### src/sv/assert_macros.svh
// Assertion macros shared by the escaper RTL.
`ifndef ASSERT_MACROS_SVH
`define ASSERT_MACROS_SVH

// Check that an antecedent implies a consequent on every clock, outside reset.
`define JSU_ASSERT_IMP(lbl, ante, cons, msg) \
  lbl: assert property (@(posedge clk) disable iff (!rst_n) (ante) |-> (cons)) \
    else $error(msg);

// Check that a condition never holds, outside reset.
`define JSU_ASSERT_NEVER(lbl, cond, msg) \
  lbl: assert property (@(posedge clk) disable iff (!rst_n) !(cond)) \
    else $error(msg);

`endif

### src/sv/jsu_pkg.sv
// Types, constants and helper functions of the JSON string UTF-8 escaper.
package jsu_pkg;

  typedef logic [7:0]      byte_t;
  typedef logic [3:0][7:0] quad_t;

  // UTF-8 lead ranges and second-byte limits
  localparam byte_t LEAD2_LO   = 8'hC2;
  localparam byte_t LEAD2_HI   = 8'hDF;
  localparam byte_t LEAD3_LO   = 8'hE0;
  localparam byte_t LEAD3_HI   = 8'hEF;
  localparam byte_t LEAD4_LO   = 8'hF0;
  localparam byte_t LEAD4_HI   = 8'hF4;
  localparam byte_t LEAD_ED    = 8'hED;
  localparam byte_t SEC_E0_LO  = 8'hA0;
  localparam byte_t SEC_F0_LO  = 8'h90;
  localparam byte_t CONT_MASK  = 8'hC0;
  localparam byte_t CONT_TAG   = 8'h80;
  localparam byte_t CTRL_LIMIT = 8'h20;

  // Characters of the escaped text
  localparam byte_t CH_BSL   = 8'h5C;
  localparam byte_t CH_QUOTE = 8'h22;
  localparam byte_t CH_U     = 8'h75;
  localparam byte_t CH_F     = 8'h66;
  localparam byte_t CH_D     = 8'h64;
  localparam byte_t CH_ZERO  = 8'h30;
  localparam byte_t HEX_ALPHA_BASE = 8'h57;

  // Default depth of the token queue
  localparam int TOK_DEPTH_DEF = 4;

  // Token kinds handed from the classifier to the expander
  typedef enum logic [1:0] {
    TK_SEQ,
    TK_ESC,
    TK_CTRL,
    TK_REPL
  } tok_kind_t;

  typedef struct packed {
    tok_kind_t  kind;
    logic       last;
    logic [1:0] cnt;
    quad_t      data;
  } tok_t;

  // Sequence length implied by a lead byte: 1 for ASCII, 0 for a bad lead.
  function automatic logic [2:0] jsu_lead_width(byte_t c);
    logic [2:0] w;
    if (c < CONT_TAG)                          w = 3'd1;
    else if (c >= LEAD2_LO && c <= LEAD2_HI)   w = 3'd2;
    else if (c >= LEAD3_LO && c <= LEAD3_HI)   w = 3'd3;
    else if (c >= LEAD4_LO && c <= LEAD4_HI)   w = 3'd4;
    else                                       w = 3'd0;
    return w;
  endfunction

  // True if the first len bytes of q can start a valid sequence.
  function automatic logic jsu_prefix_ok(quad_t q, logic [2:0] len);
    logic ok;
    ok = 1'b1;
    for (int i = 1; i < 4; i++) begin
      if (3'(i) < len && (q[i] & CONT_MASK) != CONT_TAG) ok = 1'b0;
    end
    if (len >= 3'd2) begin
      if (q[0] == LEAD3_LO && q[1] < SEC_E0_LO)  ok = 1'b0;
      if (q[0] == LEAD_ED  && q[1] >= SEC_E0_LO) ok = 1'b0;
      if (q[0] == LEAD4_LO && q[1] < SEC_F0_LO)  ok = 1'b0;
      if (q[0] == LEAD4_HI && q[1] >= SEC_F0_LO) ok = 1'b0;
    end
    return ok;
  endfunction

  // Lowercase hex digit of a nibble.
  function automatic byte_t jsu_hex(logic [3:0] n);
    byte_t ch;
    if (n < 4'd10) ch = CH_ZERO + {4'd0, n};
    else           ch = HEX_ALPHA_BASE + {4'd0, n};
    return ch;
  endfunction

endpackage

### src/sv/jsu_tok_fifo.sv
// Small register queue of tokens between the classifier and the expander.
`include "assert_macros.svh"
module jsu_tok_fifo #(
  parameter int DEPTH = jsu_pkg::TOK_DEPTH_DEF
) (
  input  logic          clk,
  input  logic          rst_n,
  input  logic          push_i,
  input  jsu_pkg::tok_t push_tok_i,
  output logic          full_o,
  input  logic          pop_i,
  output logic          head_valid_o,
  output jsu_pkg::tok_t head_tok_o
);
  import jsu_pkg::*;

  localparam int PW = (DEPTH > 1) ? $clog2(DEPTH) : 1;
  localparam int CW = $clog2(DEPTH + 1);

  tok_t          mem_r [DEPTH];
  logic [PW-1:0] wr_ptr_r, wr_ptr_nxt;
  logic [PW-1:0] rd_ptr_r, rd_ptr_nxt;
  logic [CW-1:0] cnt_r, cnt_nxt;
  logic          do_push, do_pop;

  assign full_o       = (cnt_r == CW'(DEPTH));
  assign head_valid_o = (cnt_r != '0);
  assign head_tok_o   = mem_r[rd_ptr_r];
  assign do_push      = push_i && !full_o;
  assign do_pop       = pop_i && head_valid_o;

  // Advance pointers and occupancy
  always_comb begin
    wr_ptr_nxt = wr_ptr_r;
    rd_ptr_nxt = rd_ptr_r;
    cnt_nxt    = cnt_r;
    if (do_push) begin
      wr_ptr_nxt = (wr_ptr_r == PW'(DEPTH - 1)) ? '0 : wr_ptr_r + 1'b1;
    end
    if (do_pop) begin
      rd_ptr_nxt = (rd_ptr_r == PW'(DEPTH - 1)) ? '0 : rd_ptr_r + 1'b1;
    end
    if (do_push && !do_pop)      cnt_nxt = cnt_r + 1'b1;
    else if (do_pop && !do_push) cnt_nxt = cnt_r - 1'b1;
  end

  always_ff @(posedge clk) begin
    if (!rst_n) begin
      wr_ptr_r <= '0;
      rd_ptr_r <= '0;
      cnt_r    <= '0;
    end else begin
      wr_ptr_r <= wr_ptr_nxt;
      rd_ptr_r <= rd_ptr_nxt;
      cnt_r    <= cnt_nxt;
    end
  end

  // Store pushed tokens
  always_ff @(posedge clk) begin
    if (do_push) mem_r[wr_ptr_r] <= push_tok_i;
  end

  `JSU_ASSERT_NEVER(a_no_push_full, push_i && full_o, "token pushed into full queue")
  `JSU_ASSERT_NEVER(a_no_pop_empty, pop_i && !head_valid_o, "token popped from empty queue")
  `JSU_ASSERT_IMP(a_ptr_match, (cnt_r == '0), (wr_ptr_r == rd_ptr_r), "empty queue pointers differ")

endmodule

### src/sv/jsu_front.sv
// Front end: accepts bytes, holds UTF-8 prefixes and classifies them into tokens.
`include "assert_macros.svh"
module jsu_front (
  input  logic          clk,
  input  logic          rst_n,
  input  logic          in_valid,
  output logic          in_stall,
  input  logic [7:0]    in_byte,
  input  logic          in_final_byte,
  output logic          push_o,
  output jsu_pkg::tok_t push_tok_o,
  input  logic          full_i
);
  import jsu_pkg::*;

  quad_t      wq_r, wq_nxt;
  logic [2:0] wlen_r, wlen_nxt;
  logic       wfin_r, wfin_nxt;
  logic       busy_r, busy_nxt;

  byte_t      c;
  logic [2:0] w;
  logic [2:0] used;
  logic       hold_now;
  tok_t       tk;
  quad_t      rq;
  logic [2:0] rlen;
  logic [2:0] rw;
  logic       hold_r;
  logic       step, finish, accept;
  quad_t      qn;
  logic [2:0] ln;

  // Classify the byte at the head of the working queue
  always_comb begin
    c        = wq_r[0];
    w        = jsu_lead_width(c);
    hold_now = 1'b0;
    used     = 3'd1;
    tk       = '0;
    tk.data  = wq_r;
    tk.kind  = TK_REPL;
    if (w == 3'd1) begin
      if (c < CTRL_LIMIT)                      tk.kind = TK_CTRL;
      else if (c == CH_QUOTE || c == CH_BSL)   tk.kind = TK_ESC;
      else                                     tk.kind = TK_SEQ;
    end else if (w == 3'd0) begin
      tk.kind = TK_REPL;
    end else if (w > wlen_r) begin
      if (!wfin_r && jsu_prefix_ok(wq_r, wlen_r)) hold_now = 1'b1;
      else                                       tk.kind = TK_REPL;
    end else if (jsu_prefix_ok(wq_r, w)) begin
      tk.kind = TK_SEQ;
      tk.cnt  = 2'(w - 3'd1);
      used    = w;
    end else begin
      tk.kind = TK_REPL;
    end

    // Look ahead at what remains to mark the last token of the step
    rq      = quad_t'(wq_r >> {used, 3'b000});
    rlen    = wlen_r - used;
    rw      = jsu_lead_width(rq[0]);
    hold_r  = (rlen != 3'd0) && !wfin_r && (rw > rlen) && jsu_prefix_ok(rq, rlen);
    tk.last = (rlen == 3'd0) || hold_r;
  end

  // Sequence the working queue and the input handshake
  always_comb begin
    step   = busy_r && (hold_now || !full_i);
    push_o = busy_r && !hold_now && !full_i;
    finish = step && (hold_now || tk.last);
    push_tok_o = tk;

    if (step && !hold_now) begin
      qn = rq;
      ln = rlen;
    end else begin
      qn = wq_r;
      ln = wlen_r;
    end

    in_stall = busy_r && !finish;
    accept   = in_valid && !in_stall;

    wq_nxt   = qn;
    wlen_nxt = ln;
    wfin_nxt = wfin_r;
    busy_nxt = busy_r;
    if (finish) busy_nxt = 1'b0;
    if (accept) begin
      wq_nxt[ln[1:0]] = in_byte;
      wlen_nxt        = ln + 3'd1;
      wfin_nxt        = in_final_byte;
      busy_nxt        = 1'b1;
    end
  end

  always_ff @(posedge clk) begin
    if (!rst_n) begin
      busy_r <= 1'b0;
      wlen_r <= 3'd0;
    end else begin
      busy_r <= busy_nxt;
      wlen_r <= wlen_nxt;
    end
  end

  // Hold queue bytes and the final mark
  always_ff @(posedge clk) begin
    wq_r   <= wq_nxt;
    wfin_r <= wfin_nxt;
  end

  `JSU_ASSERT_IMP(a_busy_has_bytes, busy_r, (wlen_r != 3'd0), "busy with empty queue")
  `JSU_ASSERT_IMP(a_idle_pending_max, !busy_r, (wlen_r <= 3'd3), "too many bytes held")

endmodule

### src/sv/jsu_back.sv
// Back end: expands tokens into escaped characters on a registered output.
`include "assert_macros.svh"
module jsu_back (
  input  logic          clk,
  input  logic          rst_n,
  input  logic          head_valid_i,
  input  jsu_pkg::tok_t head_tok_i,
  output logic          pop_o,
  output logic          out_valid,
  input  logic          out_stall,
  output logic [7:0]    out_char,
  output logic          out_run_end
);
  import jsu_pkg::*;

  logic [2:0] idx_r, idx_nxt;
  logic       out_valid_r, out_valid_nxt;
  byte_t      out_char_r, out_char_nxt;
  logic       out_run_end_r, out_run_end_nxt;

  byte_t      ch;
  logic [2:0] len;
  logic       at_end;
  logic       adv;

  // Pick the character at the current position of the head token
  always_comb begin
    ch  = CH_BSL;
    len = 3'd6;
    case (head_tok_i.kind)
      TK_SEQ: begin
        ch  = head_tok_i.data[idx_r[1:0]];
        len = {1'b0, head_tok_i.cnt} + 3'd1;
      end
      TK_ESC: begin
        ch  = (idx_r == 3'd0) ? CH_BSL : head_tok_i.data[0];
        len = 3'd2;
      end
      TK_CTRL: begin
        case (idx_r)
          3'd0:    ch = CH_BSL;
          3'd1:    ch = CH_U;
          3'd4:    ch = jsu_hex(head_tok_i.data[0][7:4]);
          3'd5:    ch = jsu_hex(head_tok_i.data[0][3:0]);
          default: ch = CH_ZERO;
        endcase
      end
      TK_REPL: begin
        case (idx_r)
          3'd0:    ch = CH_BSL;
          3'd1:    ch = CH_U;
          3'd5:    ch = CH_D;
          default: ch = CH_F;
        endcase
      end
      default: ch = CH_BSL;
    endcase
    at_end = (idx_r == len - 3'd1);
  end

  // Advance the output register when it is free or being taken
  always_comb begin
    adv             = !out_valid_r || !out_stall;
    pop_o           = adv && head_valid_i && at_end;
    idx_nxt         = idx_r;
    out_valid_nxt   = out_valid_r;
    out_char_nxt    = out_char_r;
    out_run_end_nxt = out_run_end_r;
    if (adv) begin
      out_valid_nxt = head_valid_i;
      if (head_valid_i) begin
        out_char_nxt    = ch;
        out_run_end_nxt = head_tok_i.last && at_end;
        idx_nxt         = at_end ? 3'd0 : idx_r + 3'd1;
      end
    end
  end

  always_ff @(posedge clk) begin
    if (!rst_n) begin
      idx_r       <= 3'd0;
      out_valid_r <= 1'b0;
    end else begin
      idx_r       <= idx_nxt;
      out_valid_r <= out_valid_nxt;
    end
  end

  // Hold the output beat payload
  always_ff @(posedge clk) begin
    out_char_r    <= out_char_nxt;
    out_run_end_r <= out_run_end_nxt;
  end

  assign out_valid   = out_valid_r;
  assign out_char    = out_char_r;
  assign out_run_end = out_run_end_r;

  `JSU_ASSERT_IMP(a_mid_token_held, (idx_r != 3'd0), head_valid_i, "token left mid expansion")
  `JSU_ASSERT_NEVER(a_idx_range, (idx_r > 3'd5), "expansion index out of range")

endmodule

### src/sv/json_string_utf8_escaper_unit.sv
// Top level: a byte from in_ is escaped to out_ beats (none while it is held as a UTF-8 prefix).
// Unstalled, plain bytes stream at one per cycle; each byte costs one classifier step per token.
// Output rate is one character per cycle while out_stall is low, set by the expander; escapes
// make 2 or 6 characters, \ufffd makes 6, and the input stalls while the token queue is full.
// Synchronous active-low reset empties the queue and drops held UTF-8 bytes; no clearing pass.
module json_string_utf8_escaper_unit #(
  parameter int TOK_DEPTH = jsu_pkg::TOK_DEPTH_DEF
) (
  input  logic       clk,
  input  logic       rst_n,
  input  logic       in_valid,
  output logic       in_stall,
  input  logic [7:0] in_byte,
  input  logic       in_final_byte,
  output logic       out_valid,
  input  logic       out_stall,
  output logic [7:0] out_char,
  output logic       out_run_end
);
  import jsu_pkg::*;

  logic push;
  tok_t push_tok;
  logic full;
  logic pop;
  logic head_valid;
  tok_t head_tok;

  // Classify input bytes into tokens
  jsu_front u_front (
    .clk           (clk),
    .rst_n         (rst_n),
    .in_valid      (in_valid),
    .in_stall      (in_stall),
    .in_byte       (in_byte),
    .in_final_byte (in_final_byte),
    .push_o        (push),
    .push_tok_o    (push_tok),
    .full_i        (full)
  );

  // Decouple the two sides
  jsu_tok_fifo #(
    .DEPTH (TOK_DEPTH)
  ) u_fifo (
    .clk          (clk),
    .rst_n        (rst_n),
    .push_i       (push),
    .push_tok_i   (push_tok),
    .full_o       (full),
    .pop_i        (pop),
    .head_valid_o (head_valid),
    .head_tok_o   (head_tok)
  );

  // Expand tokens into characters
  jsu_back u_back (
    .clk          (clk),
    .rst_n        (rst_n),
    .head_valid_i (head_valid),
    .head_tok_i   (head_tok),
    .pop_o        (pop),
    .out_valid    (out_valid),
    .out_stall    (out_stall),
    .out_char     (out_char),
    .out_run_end  (out_run_end)
  );

endmodule

### config.mk
export PLATFORM = sky130hd
export DESIGN_NAME = json_string_utf8_escaper_unit
export DESIGN_NICKNAME = d
export VERILOG_FILES = /design/src/sv/jsu_pkg.sv /design/src/sv/jsu_tok_fifo.sv /design/src/sv/jsu_front.sv /design/src/sv/jsu_back.sv /design/src/sv/json_string_utf8_escaper_unit.sv
export VERILOG_INCLUDE_DIRS = /design/src /design/src/sv
export SDC_FILE = /design/constraint.sdc
export NUM_CORES = 1
export LEC_CHECK = 0
export ABC_AREA = 1
export CAP_MARGIN = 0
export CORE_ASPECT_RATIO = 1.1
export CORE_MARGIN = 8
export CORE_UTILIZATION = 25
export CTS_BUF_LIST = sky130_fd_sc_hd__clkbuf_4
export DETAILED_ROUTE_END_ITERATION = 8
export DONT_BUFFER_PORTS = 1
export PLACE_DENSITY = 0.46
export REMOVE_ABC_BUFFERS = 1
export SKIP_CTS_REPAIR_TIMING = 1
export SKIP_LAST_GASP = 1
export SYNTH_ARGS = -nofsm -noshare
export SYNTH_HDL_FRONTEND = slang
export SYNTH_HIERARCHICAL = 1
export SYNTH_SLANG_ARGS = --single-unit
### constraint.sdc
create_clock -name clk -period 8.05 [get_ports clk]
set_clock_uncertainty 0.1 [all_clocks]
set_input_delay 0.4025 -clock clk [delete_from_list [all_inputs] [get_ports clk]]
set_output_delay 0.4025 -clock clk [all_outputs]
set_load 0.01 [all_outputs]
==> results.cfg <==
[worst_setup_path]
path_class = flip-flop to flip-flop
crit_required_ns = 8.23
cpPeakStageDelay_ns = 0.55
worst_setup_path_end_kind = flip-flop
cp_top_family = simple AND/OR/NAND/NOR gates
crit_path_start_kind = flip-flop
path_buf_inv = 3
path_common_cell = nand2_1
critPathArrivalTime_ns = 6.78
crit_fanout = 40
slowest_stage = inv_2

[route]
wl_mm = 30.1
vias = 8377
firstDrtPassIters = 5
ant_nets = 0
routed_via_density = 4.65
wire_per_inst_um = 16.7
dr.first_iter.drc_count = 607
post-route-drc-count = 0

[floorplan]
rows = 79
die_y_um = 232
die_w_um = 212
coreArea_um2 = 42100
die_area_um2 = 49200
ios = 24
start_util = 0.252

[grt]
antenna_found_initial = 2
grt_overflow_total = 0
track_usage = 0.122
first_global_vias = 8175
grt_max_degree = 51
grt_pass1_wl_mm = 47.0

[yosys]
synth_ff_type = edfxtp_1
async_reset_ff_frac = 0
syn_avg_cell_area_um2 = 9.12
synth_edf_count = 158
synth.distinct_cells = 53
synth_cells = 1162
synth.area.top_cells = edfxtp_1, dfxtp_1, nand2_1
netlist_area_um2 = 10600
ys_seq_area_frac = 0.540
ys_warn_count = 6
synth_seq_cells = 207
synth.largest_area_cell = edfxtp_1
synth_top_area_frac = 0.448

[timing]
maxSlewHeadroom = 0.445
fmax_mhz = 151
slew_violations = 0
fin_tns_setup_ns = 0
period_minus_slack_ns = 6.61
tightest_slew_ns = 0.833
layout_worst_path_cycle_share = 0.821
hold_viol = 0
rsz0062_at_grt = no
setup_viol = 0

[power]
power.switching_mw = 2.05
p_clk_frac = 0.203
leakage_nw = 4.61
ir_worst_vdd_uv = 119
swShare = 0.438
p_int_mw = 2.63
p_seq_frac = 0.371
p_per_area_nw_per_um2 = 391
combPwrFrac = 0.426

[placed_design]
dpl.hpwl_mm = 20.3
gp_congestion = 0.871
post-place-cells = 1691
io_buffers = 0

[layout]
nets = 1232
regArea_um2 = 5730
n_fill_cell = 4605
final_cell_mix = nand2_1, edfxtp_1, nor2_1
drive_gt1_frac = 0.127
area_delta_synth_final_pct = 12.8
stdcell_count = 1801
final_common_cell = nand2_1
multi_input_area_um2 = 4170

[clock_network]
cts_sinks = 207
cts-buffers-inserted = 54
cts_tree = done
clkTransAtPathRegs_ns = 0.07
cts_root_buf = clkbuf_4
htree_num_levels = 2
ctsLongestPathBuffers = 3
clk_latency_ns = 0.67

[flow_run]
cap_violations = 0

[outcome]
status = finished, final reports clean

[worst_hold_path]
min_path_type = input pin to flip-flop
## cells by family after synthesis
family | Yosys count | share of synthesized area
buffers and inverters | 159 | 0.0699
XOR/XNOR | 7 | 0.00649
adder cells (fa/ha/maj) | 27 | 0.0333
flip-flops | 207 | 0.540
AO/OA/AOI/OAI | 276 | 0.148
multiplexers | 1 | 0.000944
AND/OR/NAND/NOR | 485 | 0.202
## layer usage
| metal | part of all wire | global-route usage | up-vias | wire, um |
|---|---|---|---|---|
| met2 | 0.47 | 0.199 | 163 | 14100 |
| met1 | 0.47 | 0.160 | 4051 | 14100 |
| met3 | 0.038 | 0.0209 | 50 | 1160 |
| li1 | - | - | 4113 | - |
| met4 | 0.025 | 0.0449 | 0 | 744 |
| met5 | 0 | 0 | - | 0 |
## worst paths after layout
kind	from	endpoint	slack (ns)	cells after the start
setup / recovery	u_front/c[2]	u_front/wfin_r	1.44	31
hold / removal	in_valid	u_front/push_tok_o[18]	0.15	2
setup reg to reg	u_front/c[2]	u_front/wfin_r	1.44	31
hold reg to reg	u_fifo/cnt_r[0]	u_fifo/cnt_r[0]	0.42	2
## through the flow
stage                util  setup slack (ns)  total power, mW  instance area [um2]  hold WS [ns]
floorplan               -              2.66             3.09                10300         0.360
global placement    0.264              1.57             3.74                11100         0.399
detailed placement  0.264              1.46             3.75                11100         0.402
CTS                 0.281              1.42             4.72                11800        -0.314
global route        0.284             0.847             5.06                12000         0.116
finish              0.284              1.44             4.68                12000         0.145
## cell type report
| type | count | share of cell area |
|---|---|---|
| Timing Repair Buffer | 24 | 0.0176 |
| Clock buffer | 74 | 0.0465 |
| Multi-Input combinational cell | 796 | 0.348 |
| Tap cell | 567 | 0.0593 |
| Inverter | 109 | 0.0346 |
| Clock inverter | 22 | 0.0143 |
| Antenna cell | 2 | 0.000419 |
| Sequential cell | 207 | 0.479 |
## registers in the layout, summed over array words and instances, names as in the netlist, 2 cells and up, named ones only
name and count:
u_front/wlen_r 3, u_fifo/cnt_r 3, u_fifo/rd_ptr_r 2, u_back/out_char 8
u_back/idx_r 3, u_front/push_tok_o 24, u_fifo/wr_ptr_r 2, u_front/c 8
u_fifo/mem_r 148
## power by group through the flow
stage / Sequential, mW / Combinational [mW] / Clock, mW
6_report: 1.73 / 1.99 / 0.949
5_1_grt: 1.77 / 2.26 / 1.04
4_1_cts: 1.74 / 2.00 / 0.983
3_5_place_dp: 1.76 / 1.99 / 0
3_3_place_gp: 1.76 / 1.98 / 0
2_1_floorplan: 1.68 / 1.41 / 0
## synth_stat cells (8+ instances only)
cell type	count
inv_1	96
ha_1	25
clkbuf_1	19
o21ai_0	129
buf_2	11
edfxtp_1	158
a21oi_1	25
nand3_1	77
nor2_1	157
dfxtp_1	49
inv_2	10
buf_6	12
nand4_1	8
o21ai_1	43
nand2_1	201
nand2_2	11
o22ai_1	39
## worst reg2reg max path, delay by kind of cell, from the launching register on
kind	cells	cell delay [ns]
AND/OR/NAND/NOR	18	2.54
adder cells (fa/ha/maj)	2	0.63
AO/OA/AOI/OAI	8	1.49
buffers and inverters	3	1.09
flip-flops	1	0.38
No activity file was read; power rests on OpenSTA's default activity.
